## config.mk

```make
export PLATFORM = sky130hd
export DESIGN_NAME = julian_day_converter_top
export DESIGN_NICKNAME = d
export VERILOG_FILES = /design/src/rtl/jdc_pkg.sv /design/src/rtl/jdc_pipe_ctl.sv /design/src/rtl/jdc_date2num.sv /design/src/rtl/jdc_num2date.sv /design/src/rtl/julian_day_converter_top.sv
export SDC_FILE = /design/constraint.sdc
export NUM_CORES = 2
export LEC_CHECK = 0
export CORE_UTILIZATION = 55
export CTS_CLUSTER_DIAMETER = 120
export DETAILED_ROUTE_END_ITERATION = 10
export DONT_BUFFER_PORTS = 1
export PLACE_DENSITY = 0.7
export SLEW_MARGIN = 20
export SYNTH_ARGS = -nofsm -noshare
export SYNTH_HDL_FRONTEND = slang
export SYNTH_SLANG_ARGS = --single-unit
```

## constraint.sdc

```tcl
create_clock -name clk -period 10.1 [get_ports clk]
set_clock_uncertainty 0.05 [all_clocks]
set_input_delay 1.515 -clock clk [delete_from_list [all_inputs] [get_ports clk]]
set_output_delay 1.515 -clock clk [all_outputs]
set_load 0.05 [all_outputs]
```

## src/rtl/jdc_pkg.sv

```systemverilog
`default_nettype none
// ----------------------------------------------------------------------------
// jdc_pkg
// Constants, tables and types shared by the Julian day number converter.
// ----------------------------------------------------------------------------
package jdc_pkg;

  // Register stages from input to output register.
  localparam int NSTG = 7;

  localparam int DN_W   = 23;
  localparam int YEAR_W = 15;
  localparam int MON_W  = 4;
  localparam int DAY_W  = 5;

  typedef enum logic {
    ACT_DATE_TO_NUM = 1'b0,
    ACT_NUM_TO_DATE = 1'b1
  } action_t;

  localparam logic signed [15:0] YEAR_MIN  = -16'sd4712;
  localparam logic signed [15:0] YEAR_MAX  = 16'sd9999;
  localparam logic [MON_W-1:0]   MONTH_MAX = 4'd12;

  localparam logic [DN_W-1:0] MAX_DAY_NUMBER = 23'd5373484;
  localparam logic [DN_W-1:0] DAY_SWITCH     = 23'd2299161;

  // 15 Oct 1582 in day + 31 * (month + 12 * year) form
  localparam logic signed [24:0] DATE_SWITCH_CODE = 25'(15 + 31 * (10 + 12 * 1582));

  localparam logic signed [26:0] JD_OFFSET  = 27'sd1720995;
  localparam logic [24:0]        ALPHA_BIAS = 25'(4 * 1867216 + 1);
  localparam logic [23:0]        B_OFFSET   = 24'd1524;
  localparam logic [27:0]        C_BIAS     = 28'd2442;
  localparam logic signed [15:0] YEAR_BASE  = 16'sd4715;
  localparam logic [15:0]        C_DIV_BIAS = 16'd4800;
  localparam logic signed [9:0]  C_DIV_OFS  = 10'sd48;

  // Reciprocals: floor(x / d) == (x * K) >> S over the operand width used.
  localparam int S100 = 21;
  localparam logic [14:0] K100 = 15'(((64'd1 << S100) + 64'd99) / 64'd100);
  localparam int SA = 42;
  localparam logic [24:0] KA = 25'(((64'd1 << SA) + 64'd146096) / 64'd146097);
  localparam int SC = 41;
  localparam logic [28:0] KC = 29'(((64'd1 << SC) + 64'd7304) / 64'd7305);
  localparam int SE = 30;
  localparam logic [25:0] KE = 26'((((64'd1 << SE) * 64'd10000) + 64'd306000) / 64'd306001);

  // floor(30.6001 * m)
  localparam logic [8:0] MONTH_TAB [16] = '{
    9'd0,   9'd30,  9'd61,  9'd91,  9'd122, 9'd153, 9'd183, 9'd214,
    9'd244, 9'd275, 9'd306, 9'd336, 9'd367, 9'd397, 9'd428, 9'd459
  };

  typedef struct packed {
    logic [NSTG-1:0] ld;
    logic [NSTG-1:0] vld;
  } pipe_ctl_t;

endpackage
`default_nettype wire

```

## src/rtl/jdc_pipe_ctl.sv

```systemverilog
`default_nettype none
// ----------------------------------------------------------------------------
// jdc_pipe_ctl
// Valid bits and per-stage load enables; carries the action code along.
// ----------------------------------------------------------------------------
module jdc_pipe_ctl import jdc_pkg::*; (
  input  logic      clk,
  input  logic      rst_n,
  input  logic      in_valid,
  input  logic      out_stall,
  input  action_t   act_i,
  output logic      in_stall,
  output logic      out_valid,
  output action_t   act_o,
  output pipe_ctl_t ctl
);

  logic [NSTG-1:0] vld_r, vld_nxt;
  logic [NSTG:0]   adv;
  action_t         act_r [NSTG-1];

  // a stage moves when it is empty or the one after it moves
  always_comb begin
    adv[NSTG] = !out_stall;
    for (int k = NSTG - 1; k >= 0; k--) begin
      adv[k] = !vld_r[k] || adv[k+1];
    end
  end

  always_comb begin
    vld_nxt[0] = adv[0] ? in_valid : vld_r[0];
    for (int k = 1; k < NSTG; k++) begin
      vld_nxt[k] = adv[k] ? vld_r[k-1] : vld_r[k];
    end
  end

  always_ff @(posedge clk) begin
    if (!rst_n) begin
      vld_r <= '0;
    end else begin
      vld_r <= vld_nxt;
    end
  end

  always_ff @(posedge clk) begin
    if (adv[0]) begin
      act_r[0] <= act_i;
    end
    for (int k = 1; k < NSTG - 1; k++) begin
      if (adv[k]) begin
        act_r[k] <= act_r[k-1];
      end
    end
  end

  assign in_stall  = !adv[0];
  assign out_valid = vld_r[NSTG-1];
  assign act_o     = act_r[NSTG-2];
  assign ctl.ld    = adv[NSTG-1:0];
  assign ctl.vld   = vld_r;

  // back-pressure reaches the input only when there is no bubble anywhere
  a_stall_full: assert property (@(posedge clk) disable iff (!rst_n)
    in_stall |-> (&vld_r))
    else $error("input stalled while a stage is empty");

  a_out_kept: assert property (@(posedge clk) disable iff (!rst_n)
    (vld_r[NSTG-1] && out_stall) |=> vld_r[NSTG-1])
    else $error("stalled result dropped");

  a_reset_clear: assert property (@(posedge clk)
    !rst_n |=> (vld_r == '0))
    else $error("valid bits not cleared by reset");

endmodule
`default_nettype wire

```

## src/rtl/jdc_date2num.sv

```systemverilog
`default_nettype none
// ----------------------------------------------------------------------------
// jdc_date2num
// Date to Julian day number: three compute stages, then delay to align.
// ----------------------------------------------------------------------------
module jdc_date2num import jdc_pkg::*; (
  input  logic                     clk,
  input  pipe_ctl_t                ctl,
  input  logic signed [YEAR_W-1:0] year_i,
  input  logic [MON_W-1:0]         month_i,
  input  logic [DAY_W-1:0]         day_i,
  output logic [DN_W-1:0]          dn_o,
  output logic                     err_o
);

  // stage 1: adjust year/month, range check, calendar select
  logic signed [15:0] yr_ext, y0, y1_nxt;
  logic [MON_W-1:0]   mi;
  logic               mon_hi;
  logic signed [24:0] yr25, mo25, dy25, code;
  logic               err1_nxt, greg1_nxt;

  always_comb begin
    yr_ext    = $signed({year_i[YEAR_W-1], year_i});
    y0        = (yr_ext < 16'sd0) ? yr_ext + 16'sd1 : yr_ext;
    mon_hi    = month_i > 4'd2;
    y1_nxt    = mon_hi ? y0 : y0 - 16'sd1;
    mi        = mon_hi ? month_i + 4'd1 : month_i + 4'd13;
    yr25      = 25'(yr_ext);
    mo25      = $signed({21'd0, month_i});
    dy25      = $signed({20'd0, day_i});
    code      = dy25 + 25'sd31 * (mo25 + 25'sd12 * yr25);
    greg1_nxt = code >= DATE_SWITCH_CODE;
    err1_nxt  = (yr_ext == 16'sd0) || (yr_ext < YEAR_MIN) || (yr_ext > YEAR_MAX) ||
                (month_i == '0) || (month_i > MONTH_MAX) || (day_i == '0);
  end

  logic signed [15:0] y1_r;
  logic [8:0]         mt1_r, mt2_r;
  logic [DAY_W-1:0]   day1_r, day2_r;
  logic               greg1_r, greg2_r;
  logic               err1_r, err2_r, err3_r, err4_r, err5_r, err6_r;

  always_ff @(posedge clk) begin
    if (ctl.ld[0]) begin
      y1_r    <= y1_nxt;
      mt1_r   <= MONTH_TAB[mi];
      day1_r  <= day_i;
      greg1_r <= greg1_nxt;
      err1_r  <= err1_nxt;
    end
  end

  // stage 2: 1461*y and floor(y/100) by reciprocal
  logic signed [26:0] p2_nxt, p2_r;
  logic [13:0]        v100;
  logic [15:0]        v100_w;
  logic [28:0]        q2_nxt, q2_r;

  always_comb begin
    p2_nxt = 27'(y1_r) * 27'sd1461;
    v100_w = 16'(y1_r) + C_DIV_BIAS;
    v100   = v100_w[13:0];
    q2_nxt = 29'(v100) * 29'(K100);
  end

  always_ff @(posedge clk) begin
    if (ctl.ld[1]) begin
      p2_r    <= p2_nxt;
      q2_r    <= q2_nxt;
      mt2_r   <= mt1_r;
      day2_r  <= day1_r;
      greg2_r <= greg1_r;
      err2_r  <= err1_r;
    end
  end

  // stage 3: sum up, Gregorian correction
  logic signed [9:0]  cent, corr;
  logic signed [26:0] p_fl, mt_s, dy_s, corr_s, n_sum;
  logic [DN_W-1:0]    n3_r, n4_r, n5_r, n6_r;

  always_comb begin
    cent   = $signed({2'b00, q2_r[28:S100]}) - C_DIV_OFS;
    corr   = 10'sd2 - cent + (cent >>> 2);
    p_fl   = p2_r >>> 2;
    mt_s   = $signed({18'd0, mt2_r});
    dy_s   = $signed({22'd0, day2_r});
    corr_s = greg2_r ? 27'(corr) : 27'sd0;
    n_sum  = p_fl + mt_s + dy_s + JD_OFFSET + corr_s;
  end

  always_ff @(posedge clk) begin
    if (ctl.ld[2]) begin
      n3_r   <= n_sum[DN_W-1:0];
      err3_r <= err2_r;
    end
    if (ctl.ld[3]) begin
      n4_r   <= n3_r;
      err4_r <= err3_r;
    end
    if (ctl.ld[4]) begin
      n5_r   <= n4_r;
      err5_r <= err4_r;
    end
    if (ctl.ld[5]) begin
      n6_r   <= n5_r;
      err6_r <= err5_r;
    end
  end

  assign dn_o  = n6_r;
  assign err_o = err6_r;

endmodule
`default_nettype wire

```

## src/rtl/jdc_num2date.sv

```systemverilog
`default_nettype none
// ----------------------------------------------------------------------------
// jdc_num2date
// Julian day number to date: reciprocal divides, at most one multiply per stage.
// ----------------------------------------------------------------------------
module jdc_num2date import jdc_pkg::*; (
  input  logic                     clk,
  input  logic                     rst_n,
  input  pipe_ctl_t                ctl,
  input  logic [DN_W-1:0]          dn_i,
  output logic [DN_W-1:0]          dn_o,
  output logic                     err_o,
  output logic signed [YEAR_W-1:0] year_o,
  output logic [MON_W-1:0]         month_o,
  output logic [DAY_W-1:0]         day_o
);

  logic [DN_W-1:0] dn1_r, dn2_r, dn3_r, dn4_r, dn5_r, dn6_r;
  logic            err1_r, err2_r, err3_r, err4_r, err5_r, err6_r;
  logic            sw1_r, sw2_r;

  // stage 1: 4*(n - 1867216) - 1
  logic [24:0] axw;
  logic [23:0] ax1_r;

  assign axw = {dn_i, 2'b00} - ALPHA_BIAS;

  always_ff @(posedge clk) begin
    if (ctl.ld[0]) begin
      dn1_r  <= dn_i;
      err1_r <= dn_i > MAX_DAY_NUMBER;
      sw1_r  <= dn_i >= DAY_SWITCH;
      ax1_r  <= axw[23:0];
    end
  end

  // stage 2: alpha product
  logic [48:0] pa2_r;

  always_ff @(posedge clk) begin
    if (ctl.ld[1]) begin
      pa2_r  <= 49'(ax1_r) * 49'(KA);
      dn2_r  <= dn1_r;
      err2_r <= err1_r;
      sw2_r  <= sw1_r;
    end
  end

  // stage 3: a, b, 20*b - 2442
  logic [6:0]  alpha;
  logic [23:0] a_val, b_val;
  logic [27:0] t_val;

  always_comb begin
    alpha = pa2_r[48:SA];
    a_val = sw2_r ? 24'(dn2_r) + 24'd1 + 24'(alpha) - 24'(alpha >> 2) : 24'(dn2_r);
    b_val = a_val + B_OFFSET;
    t_val = 28'(b_val) * 28'd20 - C_BIAS;
  end

  logic [23:0] b3_r, b4_r;
  logic [27:0] t3_r;

  always_ff @(posedge clk) begin
    if (ctl.ld[2]) begin
      b3_r   <= b_val;
      t3_r   <= t_val;
      dn3_r  <= dn2_r;
      err3_r <= err2_r;
    end
  end

  // stage 4: c product
  logic [56:0] pc4_r;

  always_ff @(posedge clk) begin
    if (ctl.ld[3]) begin
      pc4_r  <= 57'(t3_r) * 57'(KC);
      b4_r   <= b3_r;
      dn4_r  <= dn3_r;
      err4_r <= err3_r;
    end
  end

  // stage 5: c, days before the year start, day within the year
  logic [14:0] c_val;
  logic [24:0] d_val, bd_w;

  always_comb begin
    c_val = pc4_r[SC+14:SC];
    d_val = 25'(c_val) * 25'd365 + 25'(c_val >> 2);
    bd_w  = 25'(b4_r) - d_val;
  end

  logic [14:0] c5_r, c6_r;
  logic [9:0]  bd5_r, bd6_r;

  always_ff @(posedge clk) begin
    if (ctl.ld[4]) begin
      c5_r   <= c_val;
      bd5_r  <= bd_w[9:0];
      dn5_r  <= dn4_r;
      err5_r <= err4_r;
    end
  end

  // stage 6: month index product
  logic [35:0] pe6_r;

  always_ff @(posedge clk) begin
    if (ctl.ld[5]) begin
      pe6_r  <= 36'(bd5_r) * 36'(KE);
      bd6_r  <= bd5_r;
      c6_r   <= c5_r;
      dn6_r  <= dn5_r;
      err6_r <= err5_r;
    end
  end

  // into the output register: day, month, year
  logic [MON_W-1:0]   e_idx, m_raw, m_fix;
  logic [9:0]         dday;
  logic signed [15:0] y0, y1, y2;

  always_comb begin
    e_idx = pe6_r[SE+3:SE];
    dday  = bd6_r - 10'(MONTH_TAB[e_idx]);
    m_raw = e_idx - 4'd1;
    m_fix = (m_raw > MONTH_MAX) ? m_raw - MONTH_MAX : m_raw;
    y0    = $signed({1'b0, c6_r}) - YEAR_BASE;
    y1    = (m_fix > 4'd2) ? y0 - 16'sd1 : y0;
    // no year zero: 0 and below shift down by one
    y2    = (y1 <= 16'sd0) ? y1 - 16'sd1 : y1;
  end

  assign dn_o    = dn6_r;
  assign err_o   = err6_r;
  assign year_o  = y2[YEAR_W-1:0];
  assign month_o = m_fix;
  assign day_o   = dday[DAY_W-1:0];

  a_date_sane: assert property (@(posedge clk) disable iff (!rst_n)
    (ctl.vld[NSTG-2] && !err6_r) |->
      (month_o != '0 && month_o <= MONTH_MAX && day_o != '0))
    else $error("day number decoded to an impossible month or day");

endmodule
`default_nettype wire

```

## src/rtl/julian_day_converter_top.sv

```systemverilog
`default_nettype none
// ----------------------------------------------------------------------------
// julian_day_converter_top
// Julian day number <-> calendar date converter, fully pipelined.
// ----------------------------------------------------------------------------
//  channel  handshake            payload
//  in       in_valid / in_stall  in_action, in_year, in_month, in_day,
//                                in_day_number
//  out      out_valid/out_stall  out_day_number, out_year, out_month,
//                                out_day, out_range_error
//
//  One transaction is accepted every cycle while in_stall is low.
//  The depth is set by the chain of three reciprocal multiplies in the
//  day-number-to-date path, one multiply per stage.
//  Synchronous reset clears all valid bits; payload registers are not reset.
//  out_stall holds the output register; empty stages still fill, and
//  in_stall rises only when every stage is occupied.
// ----------------------------------------------------------------------------
module julian_day_converter_top import jdc_pkg::*; (
  input  logic                     clk,
  input  logic                     rst_n,
  input  logic                     in_valid,
  output logic                     in_stall,
  input  logic                     in_action,
  input  logic signed [YEAR_W-1:0] in_year,
  input  logic [MON_W-1:0]         in_month,
  input  logic [DAY_W-1:0]         in_day,
  input  logic [DN_W-1:0]          in_day_number,
  output logic                     out_valid,
  input  logic                     out_stall,
  output logic [DN_W-1:0]          out_day_number,
  output logic signed [YEAR_W-1:0] out_year,
  output logic [MON_W-1:0]         out_month,
  output logic [DAY_W-1:0]         out_day,
  output logic                     out_range_error
);

  pipe_ctl_t ctl;
  action_t   act_last;

  jdc_pipe_ctl u_ctl (
    .clk       (clk),
    .rst_n     (rst_n),
    .in_valid  (in_valid),
    .out_stall (out_stall),
    .act_i     (action_t'(in_action)),
    .in_stall  (in_stall),
    .out_valid (out_valid),
    .act_o     (act_last),
    .ctl       (ctl)
  );

  logic [DN_W-1:0] d2n_dn;
  logic            d2n_err;

  jdc_date2num u_d2n (
    .clk     (clk),
    .ctl     (ctl),
    .year_i  (in_year),
    .month_i (in_month),
    .day_i   (in_day),
    .dn_o    (d2n_dn),
    .err_o   (d2n_err)
  );

  logic [DN_W-1:0]          n2d_dn;
  logic                     n2d_err;
  logic signed [YEAR_W-1:0] n2d_year;
  logic [MON_W-1:0]         n2d_month;
  logic [DAY_W-1:0]         n2d_day;

  jdc_num2date u_n2d (
    .clk     (clk),
    .rst_n   (rst_n),
    .ctl     (ctl),
    .dn_i    (in_day_number),
    .dn_o    (n2d_dn),
    .err_o   (n2d_err),
    .year_o  (n2d_year),
    .month_o (n2d_month),
    .day_o   (n2d_day)
  );

  logic [DN_W-1:0]          dn_nxt, dn_r;
  logic signed [YEAR_W-1:0] year_nxt, year_r;
  logic [MON_W-1:0]         month_nxt, month_r;
  logic [DAY_W-1:0]         day_nxt, day_r;
  logic                     err_nxt, err_r;

  always_comb begin
    unique case (act_last)
      ACT_DATE_TO_NUM: begin
        dn_nxt    = d2n_err ? '0 : d2n_dn;
        year_nxt  = '0;
        month_nxt = '0;
        day_nxt   = '0;
        err_nxt   = d2n_err;
      end
      ACT_NUM_TO_DATE: begin
        dn_nxt    = n2d_dn;
        year_nxt  = n2d_err ? '0 : n2d_year;
        month_nxt = n2d_err ? '0 : n2d_month;
        day_nxt   = n2d_err ? '0 : n2d_day;
        err_nxt   = n2d_err;
      end
      default: begin
        dn_nxt    = '0;
        year_nxt  = '0;
        month_nxt = '0;
        day_nxt   = '0;
        err_nxt   = 1'b0;
      end
    endcase
  end

  always_ff @(posedge clk) begin
    if (ctl.ld[NSTG-1]) begin
      dn_r    <= dn_nxt;
      year_r  <= year_nxt;
      month_r <= month_nxt;
      day_r   <= day_nxt;
      err_r   <= err_nxt;
    end
  end

  assign out_day_number  = dn_r;
  assign out_year        = year_r;
  assign out_month       = month_r;
  assign out_day         = day_r;
  assign out_range_error = err_r;

endmodule
`default_nettype wire

```

## Word-level counts from Yosys, hierarchy flattened

Memory sizes are Yosys's and may differ from the RTL's. A register that Yosys moved wholly into a read port is not among the register bits.
Cells that the tools add are included.

- Register bits after elaboration: 638
- Latch bits: 0
- Memory bits (writable): 6
- Bits in read-only memories: 288
- Output and inout bits: 50
- Logic and storage cells: 165
- Memories: 3

- Add/sub/neg operators: 28
- $mul: 9
- Divide/modulo/power cells: 0
- Magnitude comparators: 12
- Eq/ne operators: 0
- Shift-type cells: 0
- Multiplexer cells: 31
- Bitwise logic cells: 3
- Reductions and logical operators: 24

Memory list:

| memory | depth | width | rd ports | clocked after memory_dff | write ports | RTL line | text |
|---|---|---|---|---|---|---|---|
| (name not given) | 16 | 9 | 1 | 0 | 0 | jdc_num2date.sv:127 | `dday = bd6_r - 10'(MONTH_TAB[e_idx]);` |
| (name not given) | 16 | 9 | 1 | 1 | 0 | jdc_date2num.sv:47 | `mt1_r <= MONTH_TAB[mi];` |
| u_ctl.act_r | 6 | 1 | 6 | 0 | 6 | jdc_pipe_ctl.sv:20 | `action_t act_r [NSTG-1];` |

Operators by type and width:

| operator | number |
|---|---|
| $mul 28x28->55 const B | 1 |
| $mul 24x24->48 const B | 1 |
| $mux 16 | 3 |
| $mux 23 | 2 |
| $pmux 23 s2 | 1 |
| $sub 16x2->16 const B | 2 |
| $mul 10x22->30 const B | 1 |
| $mux 15 | 2 |
| $pmux 15 s2 | 1 |
| $sub 28x12->28 const B | 1 |
| $mul 14x13->27 const B | 1 |
| $mul 24x3->26 const B | 1 |
| $add 5x25->25 | 1 |
| $add 6x25->25 | 1 |
| $ge 25x21->1 const B | 1 |
| $mul 16x12->25 const B | 1 |
| $mul 6x25->25 const A | 1 |
| $add 23x1->24 const B | 1 |
| $add 24x11->24 const B | 1 |
| $add 24x7->24 | 1 |
| $mux 24 | 1 |
| $sub 24x23->24 const B | 1 |
| $sub 24x5->24 | 1 |
| $add 23x10->23 | 1 |
| other kinds (41) | 78 |

## Longest topological paths before layout

- Depth after elaboration: 10
- Mapped depth: 32

## Hierarchy

From an unflattened synthesis, not the netlist that was laid out.

- Cell total of the unflattened synthesis: 5659
- Area, all modules: 63136.8 um2

By module, submodules not included:

| module | instances | cells each | area an instance (um2) | sequential area each (um2) |
|---|---|---|---|---|
| jdc_num2date | 1 | 3637 | 40515.1 | 8558.2 |
| jdc_date2num | 1 | 1878 | 20264.4 | 5255.0 |
| julian_day_converter_top | 1 | 107 | 1881.8 | 1441.4 |
| jdc_pipe_ctl | 1 | 37 | 475.5 | 320.3 |

## Worst setup path before layout

Ideal clock, no wire load.

- Kind: input to register
- Start: in in_year[0]
- End: reg u_d2n.greg1_r (data pin)
- Setup time: 0.264 ns
- Arrival time: 8.199 ns
- Data required time: 9.786 ns
- Setup slack: 1.587 ns
- Cell stages on the path: 31
- Path buffers: 0
- Cell sequence: ha_1 ha_1 inv_1 fa_1 nor2b_1 o21a_1 nor3_1 nor2_1 nand3_1 nand2b_1 nor4b_1 nand4_1 nor3_1 o21a_1 o21ai_0 fa_1 inv_1 fa_1 inv_1 fa_1 ha_1 xnor2_1 xnor2_1 xnor2_1 nand2_1 mux2i_1 a41o_1 a41o_1 or3_1 xor2_1 o41a_1

- Longest elaborated chain between the ends: 5

RTL lines:

| item | RTL line | text |
|---|---|---|
| start, declared | julian_day_converter_top.sv:25 | `input logic signed [YEAR_W-1:0] in_year,` |
| $mul 3x15->18 | jdc_date2num.sv:32 | `code = dy25 + 25'sd31 * (mo25 + 25'sd12 * yr25);` |
| $add 5x25->25 | jdc_date2num.sv:32 |  |
| $mul 6x25->25 | jdc_date2num.sv:32 |  |
| $add 6x25->25 | jdc_date2num.sv:32 |  |
| $ge 25x21->1 | jdc_date2num.sv:33 | `greg1_nxt = code >= DATE_SWITCH_CODE;` |
| via u_d2n.greg1_nxt | jdc_date2num.sv:21 | `logic err1_nxt, greg1_nxt;` |
| end signal, assigned | jdc_date2num.sv:49 | `greg1_r <= greg1_nxt;` |
| end, declared | jdc_date2num.sv:41 | `logic greg1_r, greg2_r;` |

The timed path passes the listed nets, and every way through them passes these cells.
A chain may end at the register's enable or synchronous reset.

## Worst setup path in the final report

Same ends and word-level chain as after synthesis.

==> flow_summary.yaml <==
cells_and_area:
  post-route-util_pct: 59.0
  final_cell_mix: "1318 x inv_1, 1074 x ha_1, 833 x fa_1, 514 x edfxtp_1, 223 x xnor2_1"
  fillers: 9197
  fin_area_mm2: 0.0655
  drive_above_1_share_pct: 2.65
  final_nets: 7498
  stdcell_count: 7076
  layout_commonest_cell: "inv_1"
  syn2layout_area_growth_pct: 5.99
route:
  drt_wl_total_mm: 129
  first_pass_iters: 5
  vias: 38136
  drtIter0Drc: 1894
  route.met3.wl_mm: 5.68
  wl_per_cell_um: 18.3
  drc: 0
  dr_wl_met2_mm: 64.3
  maxUsedRoutingLayer: "met5"
  viasPerCell: 5.39
  wl_met1_mm: 56.3
  antenna_left: 0
logic_synthesis:
  ys_warn_count: 0
  synthMuxAreaShare_pct: 0.382
  syn_area_mm2: 0.0618
  async_reset_ff_share_pct: 0
  synth_nets: 7468
  ys.flop_type: "edfxtp_1"
  synth_cells: 5509
  synth_xor_area_share_pct: 4.62
  ys_ff_latch: 521
  synth_edf_count: 514
  synth_compound_area_share_pct: 7.10
  yosysTopAreaCellShare_pct: 27.0
  synth.area.top_cells: "fa_1 27%, edfxtp_1 25%, ha_1 22%, inv_1 8.0%, xnor2_1 3.2%"
  synth-simple-area-share_pct: 5.75
  synth_top_family_by_area: "adder cells"
  yosys.cell_types.count: 91
  syn_avg_cell_area_um2: 11.2
  synth_top_area_cell: "fa_1"
  synthAdderAreaFrac_pct: 48.7
  ys_seq_area_share_pct: 25.2
grt:
  grt_pass1_wl_mm: 214
  grt_max_degree: 75
  first_global_vias: 40801
  grt.total_usage_pct: 23.9
  grt.overflow.total: 0
  grt_antenna_before_repair: 2
sta:
  max_freq_mhz: 116
  tns_ns: 0
  min_period_over_period_pct: 85.4
  period_needed_ns: 8.62
  grt_setup_unrepaired: "false"
  worst-slew-pin-transition_ns: 1.11
  slew_headroom_pct: 26.2
  slew_viol_final: 0
  setup_viol: 0
  finalHoldViolCount: 0
setup_path:
  critPathLaunchType: "input pin"
  worstSetupEndpointType: "flop"
  cp_max_fo: 9
  arrival_ns: 8.93
  required_ns: 10.41
  path_common_cell: "fa_1"
  cpMaxStageDelayCell: "nor4b_1"
  max_stage_delay_ns: 0.63
  critical_path.top_delay_family: "simple AND/OR/NAND/NOR gates"
  critPathBufInv: 4
  crit_type: "input pin to flop"
place:
  io_buffers: 0
  placed_cells: 6968
  dpl-instance-area_mm2: 0.0637
  place_congestion: 0.939
  hpwlAfterDp_mm: 109
clock_network:
  clkLatencyLatePin_ns: 0.66
  numClockSinks: 521
  cts-root-buf: "clkbuf_16"
  path_clk_slew_ns: 0.06
  cts_buffer_depth: 3
  hold_buffers: 0
  cts_inserted_buffers: 56
  htree_levels: 2
  cts_tree: "done"
  post_cts_buffers: 0
  cts_resized: 0
floorplanning:
  die_w_um: 337
  dieHeight_um: 337
  ioPinCount: 102
  dieArea_mm2: 0.114
  start_util_pct: 55.7
  rows: 122
  core_mm2: 0.111
hold_path:
  hold_class: "flop to flop"
status:
  status: "finished, final reports clean"
flow_run:
  maxCapViolations: 0
[path summary, 6_finish.rpt]
check	startpoint	end	slack (ns)	cells past startpoint
max	in_year[0]	u_d2n.greg1_r$_DFFE_PN_	1.48	31
min	u_n2d.dn5_r[12]$_DFFE_PP_	u_n2d.dn_o[12]$_DFFE_PP_	0.32	0
max reg2reg	u_n2d.t3_r[27]$_DFFE_PP_	u_n2d.pc4_r[55]$_DFFE_PP_	1.86	21
min reg2reg	u_n2d.dn5_r[12]$_DFFE_PP_	u_n2d.dn_o[12]$_DFFE_PP_	0.32	0
[synthesized netlist by cell type, types with 7 or more instances]
master / n
inv_1: 1321
ha_1: 1074
fa_1: 833
edfxtp_1: 514
xnor2_1: 223
nor2_1: 185
a21oi_1: 171
nand2_1: 153
o21ai_0: 114
xor2_1: 103
a21o_1: 83
nor3_1: 83
nand3_1: 57
o21a_1: 49
nor2b_1: 38
nand4_1: 33
clkbuf_1: 31
nand2b_1: 30
a31oi_1: 27
and3_1: 26
a22o_1: 23
or3_1: 22
and2_1: 19
o211ai_1: 19
mux2i_1: 18
or2_2: 17
a211oi_1: 15
o31ai_1: 15
nor4_1: 13
a211o_1: 11
o21bai_1: 11
a21boi_0: 10
a2111oi_0: 9
dfxtp_1: 7
nor3b_1: 7
o2111ai_1: 7
o31a_1: 7
o41ai_1: 7
[metrics by stage]
| step | setup slack [ns] | hold slack (ns) |
|---|---|---|
| final | 1.48 | 0.319 |
| after global routing | 0.912 | 0.329 |
| after CTS | 1.53 | 0.304 |
| after detailed placement | 0.909 | 0.355 |
| after global placement | 1.05 | 0.351 |
| after floorplan | 1.59 | 0.350 |
[per-layer routing]
layer / track usage, % / vias up
li1: - / 18258
met1: 31.5 / 18954
met2: 42.0 / 762
met3: 2.85 / 160
met4: 5.93 / 2
met5: 0 / -
[registers in the layout (all words and copies together) (netlist names), 16 cells and up]
name / flops
u_d2n.y1_r: 16
u_n2d.dn_o: 23
u_d2n.n5_r: 23
u_d2n.p2_r: 23
u_n2d.dn2_r: 23
u_d2n.n4_r: 23
u_n2d.dn3_r: 23
u_n2d.ax1_r: 22
u_n2d.t3_r: 26
u_n2d.dn1_r: 23
u_d2n.n3_r: 23
u_d2n.dn_o: 23
out_day_number: 23
u_n2d.dn5_r: 23
u_n2d.dn4_r: 23
[logic make-up after synthesis]
| group | after synthesis |
|---|---|
| buffers and inverters | 1359 |
| multiplexers | 23 |
| AND/OR/NAND/NOR | 717 |
| flip-flops | 521 |
| adder cells (fa/ha/maj) | 1908 |
| AO/OA/AOI/OAI | 655 |
| XOR/XNOR | 326 |
[cell type report]
cell class	count	area, um2	share of cell area (%)
inverters	1321	4960	7.57
clock inverters	31	335	0.512
multi-input cells	3629	41200	62.9
diodes	1	2.50	0.00382
clock buffers	75	1520	2.32
repair buffers	10	87.6	0.134
flip-flops and latches	521	15600	23.8
well taps	1488	1860	2.84
Power is not shown: default switching activity piles up to over one toggle a cycle in this logic, so the estimate is an artifact.
